**config.mk**
```make
export PLATFORM = sky130hd
export DESIGN_NAME = lvn_norm
export DESIGN_NICKNAME = d
export VERILOG_FILES = /design/src/rtl/lvn_pkg.sv /design/src/rtl/lvn_norm.sv
export SDC_FILE = /design/constraint.sdc
export NUM_CORES = 1
export LEC_CHECK = 0
export BUFFER_PORTS_ARGS = -buffer_cell sky130_fd_sc_hd__buf_2
export CAP_MARGIN = 10
export CORE_ASPECT_RATIO = 1.4
export CORE_MARGIN = 3
export CORE_UTILIZATION = 52
export DETAILED_ROUTE_END_ITERATION = 6
export GPL_TIMING_DRIVEN = 0
export PLACE_DENSITY = 0.68
export SLEW_MARGIN = 20
export SYNTH_ARGS = -nofsm -noshare
export SYNTH_HDL_FRONTEND = slang
export SYNTH_SLANG_ARGS = --single-unit
```
**constraint.sdc**
```tcl
create_clock -name clk_i -period 4.75 [get_ports clk_i]
set_clock_uncertainty 0.05 [all_clocks]
set_input_delay 0.2375 -clock clk_i [delete_from_list [all_inputs] [get_ports clk_i]]
set_output_delay 0.2375 -clock clk_i [all_outputs]
set_load 0.05 [all_outputs]
```
**src/rtl/lvn_pkg.sv**
```systemverilog
`timescale 1ns / 1ps
// ----------------------------------------------------------------------------
// lvn_pkg
// Constants, hash and blend helpers shared by the layered value noise block.
// ----------------------------------------------------------------------------
package lvn_pkg;

  localparam int unsigned MaxOctavesDefault = 8;

  localparam logic [1:0] CFG_OCTAVES = 2'd0;
  localparam logic [1:0] CFG_FREQ    = 2'd1;
  localparam logic [1:0] CFG_SEED    = 2'd2;

  localparam logic [3:0]  OctavesReset = 4'd4;
  localparam logic [23:0] FreqReset    = 24'd65536;
  localparam logic [31:0] SeedReset    = 32'd0;

  localparam logic [31:0] HashX    = 32'd374761393;
  localparam logic [31:0] HashZ    = 32'd668265263;
  localparam logic [31:0] HashSeed = 32'd1274126177;
  localparam logic [31:0] HashMul  = 32'd1103515245;
  localparam logic [17:0] SmoothK  = 18'd196608;

  typedef struct packed {
    logic valid;
  } lvn_ctl_t;

  function automatic logic [31:0] hash_mix(logic [31:0] a, logic [31:0] b, logic [31:0] c);
    logic [31:0] h;
    h = a + b + c;
    return 32'((h ^ (h >> 13)) * HashMul);
  endfunction

  function automatic logic [15:0] hash_value(logic [31:0] g);
    logic [31:0] c;
    c = g ^ (g >> 16);
    return c[30:15];
  endfunction

  function automatic logic [15:0] lerp16(logic [15:0] a, logic [15:0] b, logic [16:0] s);
    logic [33:0] p;
    p = 34'(a) * 34'(17'h10000 - s) + 34'(b) * 34'(s);
    return p[31:16];
  endfunction

  // round(2^32 / (2^n - 1))
  function automatic logic [32:0] recip(logic [4:0] n);
    logic [32:0] r;
    case (n)
      5'd1:    r = 33'd4294967296;
      5'd2:    r = 33'd1431655765;
      5'd3:    r = 33'd613566757;
      5'd4:    r = 33'd286331153;
      5'd5:    r = 33'd138547332;
      5'd6:    r = 33'd68174084;
      5'd7:    r = 33'd33818640;
      5'd8:    r = 33'd16843009;
      5'd9:    r = 33'd8405024;
      5'd10:   r = 33'd4198404;
      5'd11:   r = 33'd2098177;
      5'd12:   r = 33'd1048832;
      5'd13:   r = 33'd524352;
      5'd14:   r = 33'd262160;
      5'd15:   r = 33'd131076;
      5'd16:   r = 33'd65537;
      default: r = 33'd0;
    endcase
    return r;
  endfunction

endpackage

```
**src/rtl/lvn_norm.sv**
```systemverilog
`timescale 1ns / 1ps
// ----------------------------------------------------------------------------
// lvn_norm
// Scales the octave sum by the amplitude reciprocal; holds the result word.
// ----------------------------------------------------------------------------
module lvn_norm
  import lvn_pkg::*;
#(
  parameter int unsigned AccW = 24,
  parameter int unsigned NW = 4
) (
  input  logic            clk_i,
  input  logic            rst_ni,
  input  logic            en_i,
  input  logic [NW-1:0]   n_i,
  input  lvn_ctl_t        ctl_i,
  input  logic [AccW-1:0] acc_i,
  output lvn_ctl_t        ctl_o,
  output logic [16:0]     noise_o
);

  localparam int unsigned PW = AccW + 33;

  logic          vld_q, out_vld_q;
  logic [PW-1:0] prod_q;
  logic [PW-1:0] rnd;
  logic [16:0]   noise_q;

  assign rnd = prod_q + PW'(33'h080000000);

  always_ff @(posedge clk_i or negedge rst_ni) begin
    if (!rst_ni) begin
      vld_q     <= 1'b0;
      out_vld_q <= 1'b0;
    end else if (en_i) begin
      vld_q     <= ctl_i.valid;
      out_vld_q <= vld_q;
    end
  end

  always_ff @(posedge clk_i) begin
    if (en_i) begin
      prod_q  <= PW'(acc_i) * PW'(recip(5'(n_i)));
      noise_q <= rnd[48:32];
    end
  end

  assign ctl_o.valid = out_vld_q;
  assign noise_o = noise_q;

endmodule

```
; After elaboration in Yosys (flattened, before gate mapping)
; Memories as Yosys holds them, arrays and structs flattened.
; Cells that the tools add are included.
[totals]
rom_bits = 432
output_inout_bits = 18
memories = 1
latchBits = 0
reg_bits = 68
mem_bits_rw = 0
in_bits = 32
[classes]
n_eq_ne = 0
n_bitwise = 0
order_cmp = 0
multipliers = 1
n_div = 0
mux = 1
reduce_logical = 0
shifts = 0
addsub = 1
[memory_table]
columns = name, words, word_bits, rd, rd_ports_with_merged_regs, write_ports, line
row1 = (name not given), 16, 27, 1, 0, 0, lvn_pkg.sv:49  ; case (n)
[ops]
columns = op, n
row1 = $add 49x32->49 const B, 1
row2 = $mul 24x33->49, 1
row3 = $mux 33, 1

; Longest topological paths before layout
; Gate-level depths: netlist of run 1.
; An unclocked memory read counts as a cell.
[logic_depth]
ltp_word = 3
depth_mapped = 31

; Worst setup path before layout of run 1
; No wires, ideal clock.
[synth_path]
path_kind = input port to flip-flop
start = input port n_i[2]
end = register prod_q[47], data pin
required_ps = 4442
setup_slack_ps = -2764
stages = 29
n_path_buf = 3
arrival_time_ps = 7206
setup_time_ps = 258
cell_sequence = buf_2 clkbuf_1 o21ai_0 o21ai_0 nor2b_1 clkbuf_1 nand2_1 fa_1 inv_1 fa_1 inv_1 fa_1 fa_1 inv_1 fa_1 fa_1 inv_1 fa_1 inv_1 ha_1 nand3_1 nor3_1 nand4_1 a31oi_1 o21ai_2 a2111oi_2 or3_1 a21oi_1 xnor2_1
[synth_between]
elab_chain_len = 3
[synth_lines]
columns = item, line
row1 = start: declaration, lvn_norm.sv:15  ; input logic [NW-1:0] n_i,
row2 = $mem_v2 16x27, --
row3 = $mux 33, lvn_norm.sv:42  ; if (en_i) begin
row4 = $mul 24x33->49, lvn_norm.sv:43  ; prod_q <= PW'(acc_i) * PW'(recip(5'(n_i)));
row5 = end signal: assignment, lvn_norm.sv:43
row6 = end: declaration, lvn_norm.sv:25  ; logic [PW-1:0] prod_q;
; No other way between the ends. The select of a mux whose other input is x is not followed.
; A chain may end at the register's enable or synchronous reset.

; Final worst setup path of run 1
[layout_path]
start = input port acc_i[16]
end = register prod_q[47], data pin
[layout_between]
elab_chain_len = 1
[layout_lines]
columns = item, line
row1 = start: declaration, lvn_norm.sv:17  ; input logic [AccW-1:0] acc_i,
row2 = $mul 24x33->49, lvn_norm.sv:43
; No other way between the ends.

==> metrics.log, run 1 <==
[metrics] status: finished with violations
[metrics] violations in the final reports: setup timing
[metrics] die area: 44,800 sq um
[metrics] final clock period utilization by the worst path: 1.61
[metrics] kind of critical path: primary input to flip-flop
[metrics] minimum clock period: 7.64 ns
[metrics] number of maximum-capacitance violations: 0
[metrics] YS warnings: 0
[metrics] overall die height: 249 um
[metrics] average cell area after synthesis: 9.24 sq um
[metrics] maximum fanout along the worst path: 10
[metrics] overall routed net length: 91,500 um
[metrics] crit end category: flip-flop
[metrics] data arrival time of the critical path: 7.64 ns
[metrics] worst vdd ir: 1400 uV
[metrics] share of synthesized area occupied by flip-flops and latches: 0.0501
[metrics] dpl ws: -4.73 ns
[metrics] utilization after layout: 0.624
[metrics] maximum clock frequency: around 130 MHz
[metrics] EDFF count, synth: 35
[metrics] root buffer cell: clkbuf_16
[metrics] synthesized area: 22,000 sq um
[metrics] CTS tree: yes
[metrics] number of distinct library cells after synthesis: 53
[metrics] share of the synthesized area in the top cell type: 0.474
[metrics] number of remaining DRC errors: 0
[metrics] most area-hungry cell type in the Yosys netlist: fa_1
[metrics] setup-violating endpoint count in the final report: 18
[metrics] RSZ-0062 raised after global routing: true
[metrics] placed wire-length estimate after detailed placement: between 70,000 and 80,000 um
[metrics] commonest cells after routing, fill and taps aside: inv_1 (653), fa_1 (484), and2_1 (238), ha_1 (212), nand2_1 (179)
[metrics] count of final max-slew check failures: 0
[metrics] count of state elements after synthesis: 37
[metrics] num rows: 88
[metrics] worst skew pair latency: around 0.29 ns
[metrics] final-stage net count: approximately 3,300
[metrics] ratio of cells with drive above 1 in the final layout: 0.190
[metrics] Die Wd: 180 um
[metrics] number of nets with antenna violations after detailed routing: 0
[metrics] total negative setup slack: -46.92 ns
[metrics] via count of the first global-routing pass: 19,428
[metrics] GRT Total Usage: 0.411
[metrics] effective utilization at floorplan: 0.529
[metrics] WL per Instance: 29.5 um
[metrics] top post-synthesis cells by area: fa_1 (47%), ha_1 (13%), inv_1 (12%)
[metrics] commonest non-fill, non-tap cell in the layout: inv_1
[metrics] required time of the critical path: 4.74 ns
[metrics] violation count after the first detailed-routing iteration: 1,283
[metrics] vias: 17,465
[metrics] placeable core region: between 40,000 and 50,000 sq um
[metrics] remaining global-route overflow: 0
[metrics] antenna violations before repair: 11
[metrics] number of port buffers: 45
[metrics] CTS H-tree depth: 2
[metrics] synthesis-to-finish area growth: 17.9%
[metrics] number of hold-slack violations in the final timing report: 0
[metrics] min-delay worst type: primary input to flip-flop
[metrics] total clock buffers created by CTS: 5
[metrics] I/O pin cnt: 50
[metrics] Post-synth top flop: edfxtp_1
[metrics] vias per cell: 5.64
[metrics] weighted congestion reported at the end of routability-driven placement: between 1 and 1.5
[metrics] slack of the critical path: -2.89 ns
[metrics] CTS sink count: 37
[metrics] buffer depth of the longest clock path: 2
[metrics] global-route wire length before repair: approximately 130,000 um
[metrics] ys async rst share: 0.0541
[metrics] leakage power: 13.5 nW
[metrics] pin count of the biggest net entering global routing: 38
[metrics] synthesized net count: around 3,200
[metrics] type of origin of the critical path: primary input
[metrics] slew margin rel.: 0.263
[metrics] Cell Pwr Density: 404 nW/um^2
[metrics] transition time at the pin with the least slew margin: roughly 1.1 ns
[metrics] Reg clk slew, reported paths: 0.06 ns
[metrics] number of detailed-routing iterations run before antenna repair: 5
[metrics] Post-Synthesis Cells: around 2,400
## Yosys cell counts (2+ instances only)
cell and count:
a21o_1 14, a21oi_1 32, a221oi_1 2, a31oi_1 3, and2_1 264, and3_1 45, buf_1 2, clkbuf_1 102
dfrtp_1 2, edfxtp_1 35, fa_1 520, ha_1 234, inv_1 685, mux2_2 2, mux2i_1 5, nand2_1 205
nand2_2 2, nand2b_1 12, nand3_1 18, nand4_1 6, nor2_1 21, nor2b_1 41, nor3_1 5, nor3b_1 2
o21ai_0 22, o21ai_1 2, o21bai_1 4, or2_2 18, or3_1 3, xnor2_1 31, xor2_1 16
## kinds of logic after synthesis
kind of cell,count (synthesis),share of synthesized area
AO/OA/AOI/OAI,93,0.0262
AND/OR/NAND/NOR,648,0.159
buffers and inverters,791,0.136
adder cells (fa/ha/maj),754,0.607
XOR/XNOR,47,0.0187
multiplexers,7,0.00330
flip-flops,37,0.0501
## critical path: stages
cell and delay [ns]:
buf_2 0.14, clkdlybuf4s15_1 0.81, and2_2 0.38, inv_1 0.09, fa_2 0.63, inv_1 0.08
fa_2 0.37, fa_2 0.55, fa_2 0.51, fa_1 0.53, fa_1 0.50, inv_1 0.05
fa_1 0.54, inv_2 0.06, ha_4 0.28, nand2_4 0.05, nor3_4 0.26, nand4_1 0.18
a31oi_4 0.20, buf_12 0.14, o21ai_4 0.06, buf_12 0.15, buf_6 0.12, a2111oi_4 0.33
or3_4 0.20, a21oi_2 0.05, xnor2_1 0.12
## stage by stage
| stage | hold WS [ns] | area, sq um | total power, mW | instances |
|---|---|---|---|---|
| floorplan | -0.108 | 22500 | 5.95 | 2377 |
| global placement | -0.0286 | 23400 | 8.10 | 2962 |
| detailed placement | -0.0228 | 23400 | 8.31 | 2962 |
| CTS | 0.138 | 25300 | 9.79 | 3065 |
| global route | 0.141 | 25900 | 11.4 | 3096 |
| finish | 0.148 | 25900 | 10.5 | 3099 |
## per-layer routing
metal  global-route usage  wire length (um)
met3               0.0459              5220
met4                0.372             11200
met1                0.440             30100
met2                0.710             45000
met5                    0                11
## sequential cells by signal (all words and copies together) (netlist names)
signal / count
vld_q: 1
noise_o: 17
ctl_o: 1
prod_q: 18
## final timing paths
check | from | endpoint | slack [ns] | cells past startpoint
setup / recovery | acc_i[16] | prod_q[47]$_DFFE_PP_ | -2.89 | 27
hold / removal | ctl_i | vld_q$_DFFE_PN0P_ | 0.15 | 2
setup reg to reg | prod_q[32]$_DFFE_PP_ | noise_o[13]$_DFFE_PP_ | 2.66 | 6
hold reg to reg | ctl_o$_DFFE_PN0P_ | ctl_o$_DFFE_PN0P_ | 0.46 | 1
max in group asynchronous | rst_ni | ctl_o$_DFFE_PN0P_ | 4.32 | 2
min in group asynchronous | rst_ni | vld_q$_DFFE_PN0P_ | 0.23 | 2
## area by class of cell
type | count | area, sq um
plain buffers | 104 | 991
clock inverters | 3 | 12.5
diodes | 5 | 12.5
clock buffers | 5 | 125
repair buffers | 171 | 1440
fillers | 3569 | 15600
flip-flops and latches | 37 | 1100
multi-input cells | 1549 | 18900
inverters | 685 | 2580
well taps | 540 | 676
## repair_timing
| item | CTS | global route |
|---|---|---|
| setup endpoints to repair | 18 | 18 |
| hold buffers | 1 | 0 |
| gates resized for setup | 251 | 124 |
| pin swaps | 64 | 54 |
| setup buffers | 94 | 30 |
| endpoints found under the hold margin | 2 | 0 |
| gates cloned | 2 | 0 |
## report_power, final
| part | switching, mW | internal, mW | total [mW] | leakage [nW] |
|---|---|---|---|---|
| sequential | 0.100 | 0.654 | 0.754 | 0.366 |
| clock | 0.132 | 0.190 | 0.321 | 0.0687 |
| combinational | 5.36 | 4.01 | 9.38 | 13.0 |
| total | 5.60 | 4.86 | 10.5 | 13.5 |
Power figures use the tool's default switching activity.
==> inputs of run 2 (changes only) <==
- CORE_UTILIZATION: 52 -> 34
- PLACE_DENSITY: 0.68 -> unset
==> metrics.log, run 2 (synthesis results as in run 1) <==
[metrics] ratio of cells with drive above 1 in the final layout: 0.161 (-0.0297)
[metrics] maximum fanout along the worst path: 10 (unchanged)
[metrics] slack of the critical path: -2.89 ns (+0.00242 ns)
[metrics] Fillers: 6,446 (+81%)
[metrics] GRT Total Usage: 0.270 (-0.141)
[metrics] placed wire-length estimate after detailed placement: 77,700 um (+2.6%)
[metrics] die area: 67,700 sq um (+51%)
[metrics] dpl ws: -4.80 ns (-0.0660 ns)
[metrics] buffer depth of the longest clock path: 2 (unchanged)
[metrics] maximum clock frequency: 131 MHz (about the same)
[metrics] type of origin of the critical path: primary input
[metrics] minimum clock period: 7.64 ns (-0.00242 ns)
[metrics] combinational share of power: 0.901 (+0.004)
[metrics] pin count of the biggest net entering global routing: 38 (unchanged)
[metrics] status: finished with violations
[metrics] Cell Pwr Density: 403 nW/um^2 (-0.27%)
[metrics] worst skew pair latency: 0.27 ns (-0.02 ns)
[metrics] P_int: 4.76 mW (-2.0%)
[metrics] transition time at the pin with the least slew margin: 0.989 ns (-0.117 ns)
[metrics] Die Wd: 221 um (+23%)
[metrics] min-delay worst type: primary input to flip-flop
[metrics] number of hold-slack violations in the final timing report: 0 (unchanged)
[metrics] setup-violating endpoint count in the final report: 18 (unchanged)
[metrics] delay of the slowest critical-path stage: 0.55 ns (-0.26 ns)
[metrics] count of final max-slew check failures: 0 (unchanged)
[metrics] Reg clk slew, reported paths: 0.05 ns (about the same)
[metrics] CTS H-tree depth: 2 (unchanged)
[metrics] total negative setup slack: -47.67 ns (-0.752 ns)
[metrics] RSZ-0062 raised after global routing: true
[metrics] vias: 16,694 (-4.4%)
[metrics] violations in the final reports: setup timing
[metrics] required time of the critical path: 4.73 ns (about the same)
[metrics] leakage power: 13.3 nW (-1.5%)
[metrics] number of detailed-routing iterations run before antenna repair: 5 (unchanged)
[metrics] sw frac: 0.543 (+0.00740)
[metrics] remaining global-route overflow: 0 (unchanged)
[metrics] total clock buffers created by CTS: 5 (unchanged)
[metrics] overall routed net length: 91,200 um (-0.30%)
[metrics] weighted congestion reported at the end of routability-driven placement: 1.00 (-3.4%)
[metrics] CTS sink count: 37 (unchanged)
[metrics] vias per cell: 5.00 (-11%)
[metrics] Final Non-Filler Cells: 3,342 (+7.8%)
[metrics] slowest library cell on the worst path: fa_1
[metrics] placed cell count: 3,254 (+9.9%)
[metrics] antenna violations before repair: 3 (-8)
[metrics] final clock period utilization by the worst path: 1.61 (about the same)
[metrics] data arrival time of the critical path: 7.62 ns (-0.02 ns)
[metrics] I/O pin cnt: 50 (unchanged)
[metrics] global-route wire length before repair: 130,000 um (about the same)
[metrics] WL per Instance: 27.3 um (-7.5%)
[metrics] Largest Register: prod_q
[metrics] commonest cells after routing, fill and taps aside: inv_1 (668), fa_1 (494), and2_1 (239), ha_1 (215), nand2_1 (191)
[metrics] synthesis-to-finish area growth: 17.7%
[metrics] flip-flop count of the largest register after layout: 18 (unchanged)
[metrics] kind of critical path: primary input to flip-flop
[metrics] number of port buffers: 45 (unchanged)
[metrics] sequential cell fraction of total power: 0.070 (-0.002)
[metrics] CTS tree: yes
[metrics] P_sw: 5.65 mW (+0.99%)
[metrics] overall die height: 307 um (+23%)
[metrics] crit end category: flip-flop
[metrics] number of maximum-capacitance violations: 0 (unchanged)
[metrics] Inserted Diodes: 0 (-5)
[metrics] relative contribution of the clock network to total power: 0.029 (-0.002)
[metrics] commonest non-fill, non-tap cell in the layout: inv_1
[metrics] root buffer cell: clkbuf_16
[metrics] slew margin rel.: 0.341 (+0.0778)
[metrics] via count of the first global-routing pass: 18,990 (-2.3%)
[metrics] number of remaining DRC errors: 0 (unchanged)
[metrics] placeable core region: 63,600 sq um (+53%)
[metrics] most frequent cell on the critical path: fa_1
[metrics] final-stage net count: 3,295 (-1.3%)
[metrics] num rows: 109 (+24%)
[metrics] violation count after the first detailed-routing iteration: 985 (-23%)
[metrics] number of nets with antenna violations after detailed routing: 0 (unchanged)
[metrics] worst vdd ir: 639 uV (-54%)
[metrics] effective utilization at floorplan: 0.346 (-0.184)
[run 2: changes by cell type in the layout (fill, tap and decap cells not counted), moves of 10 or more]
cell     delta
fa_1       +10
fa_2       -10
inv_2      -15
buf_4      -34
nand2_1    +12
inv_1      +15
[run 2: path summary, 6_finish.rpt]
path,from,end,slack [ns],depth (start not counted)
max reg2reg,prod_q[33]$_DFFE_PP_,noise_o[13]$_DFFE_PP_,2.91,6
min,ctl_i,vld_q$_DFFE_PN0P_,0.15,2
max in group asynchronous,rst_ni,ctl_o$_DFFE_PN0P_,4.34,2
min in group asynchronous,rst_ni,ctl_o$_DFFE_PN0P_,0.22,2
min reg2reg,ctl_o$_DFFE_PN0P_,ctl_o$_DFFE_PN0P_,0.46,1
max,n_i[1],prod_q[47]$_DFFE_PP_,-2.89,33
[run 2: repair_timing]
action,CTS,global route
endpoints found under the setup margin,18,18
setup buffers,75,9
pin swaps,59,22
cloned,1,0
hold buffers,1,0
endpoints found under the hold margin,2,0
resized for setup,287,45
[run 2: stage by stage]
step | total power, mW | hold slack [ns] | util | cell area [sq um]
2_1_floorplan | 5.95 | -0.108 | - | 22500
3_3_place_gp | 8.25 | -0.0288 | 0.373 | 23700
3_5_place_dp | 8.41 | -0.0255 | 0.373 | 23700
4_1_cts | 10.2 | 0.151 | 0.404 | 25700
5_1_grt | 11.4 | 0.163 | 0.407 | 25900
6_report | 10.4 | 0.150 | 0.407 | 25900
[run 2: area by class of cell]
type	count	area (sq um)	area share
Tap cell	832	1040	0.0403
Multi-Input combinational cell	1549	18900	0.732
Buffer	102	995	0.0385
Timing Repair Buffer	129	1080	0.0418
Inverter	685	2580	0.0998
Clock inverter	3	12.5	0.000484
Clock buffer	5	125	0.00484
Sequential cell	37	1100	0.0426
[run 2: routing by layer]
metal / global-route usage / up-vias / part of all wire
met5: 0 / - / 0
met1: 0.285 / 8558 / 0.34
met3: 0.0310 / 312 / 0.047
li1: - / 7147 / -
met2: 0.480 / 677 / 0.50
met4: 0.233 / 0 / 0.11
[run 2: power groups by stage]
stage	combinational [mW]	sequential [mW]	clock, mW
after global routing	10.3	0.748	0.322
final	9.38	0.729	0.306
after global placement	7.52	0.728	0
after detailed placement	7.67	0.737	0
after CTS	9.11	0.730	0.312
after floorplan	5.05	0.901	0
[run 2: critical path: cells and delay by family]
family / cells / cell delay [ns]
AND/OR/NAND/NOR: 7 / 1.45
adder cells (fa/ha/maj): 9 / 3.89
XOR/XNOR: 1 / 0.12
buffers and inverters: 12 / 1.19
AO/OA/AOI/OAI: 4 / 0.69
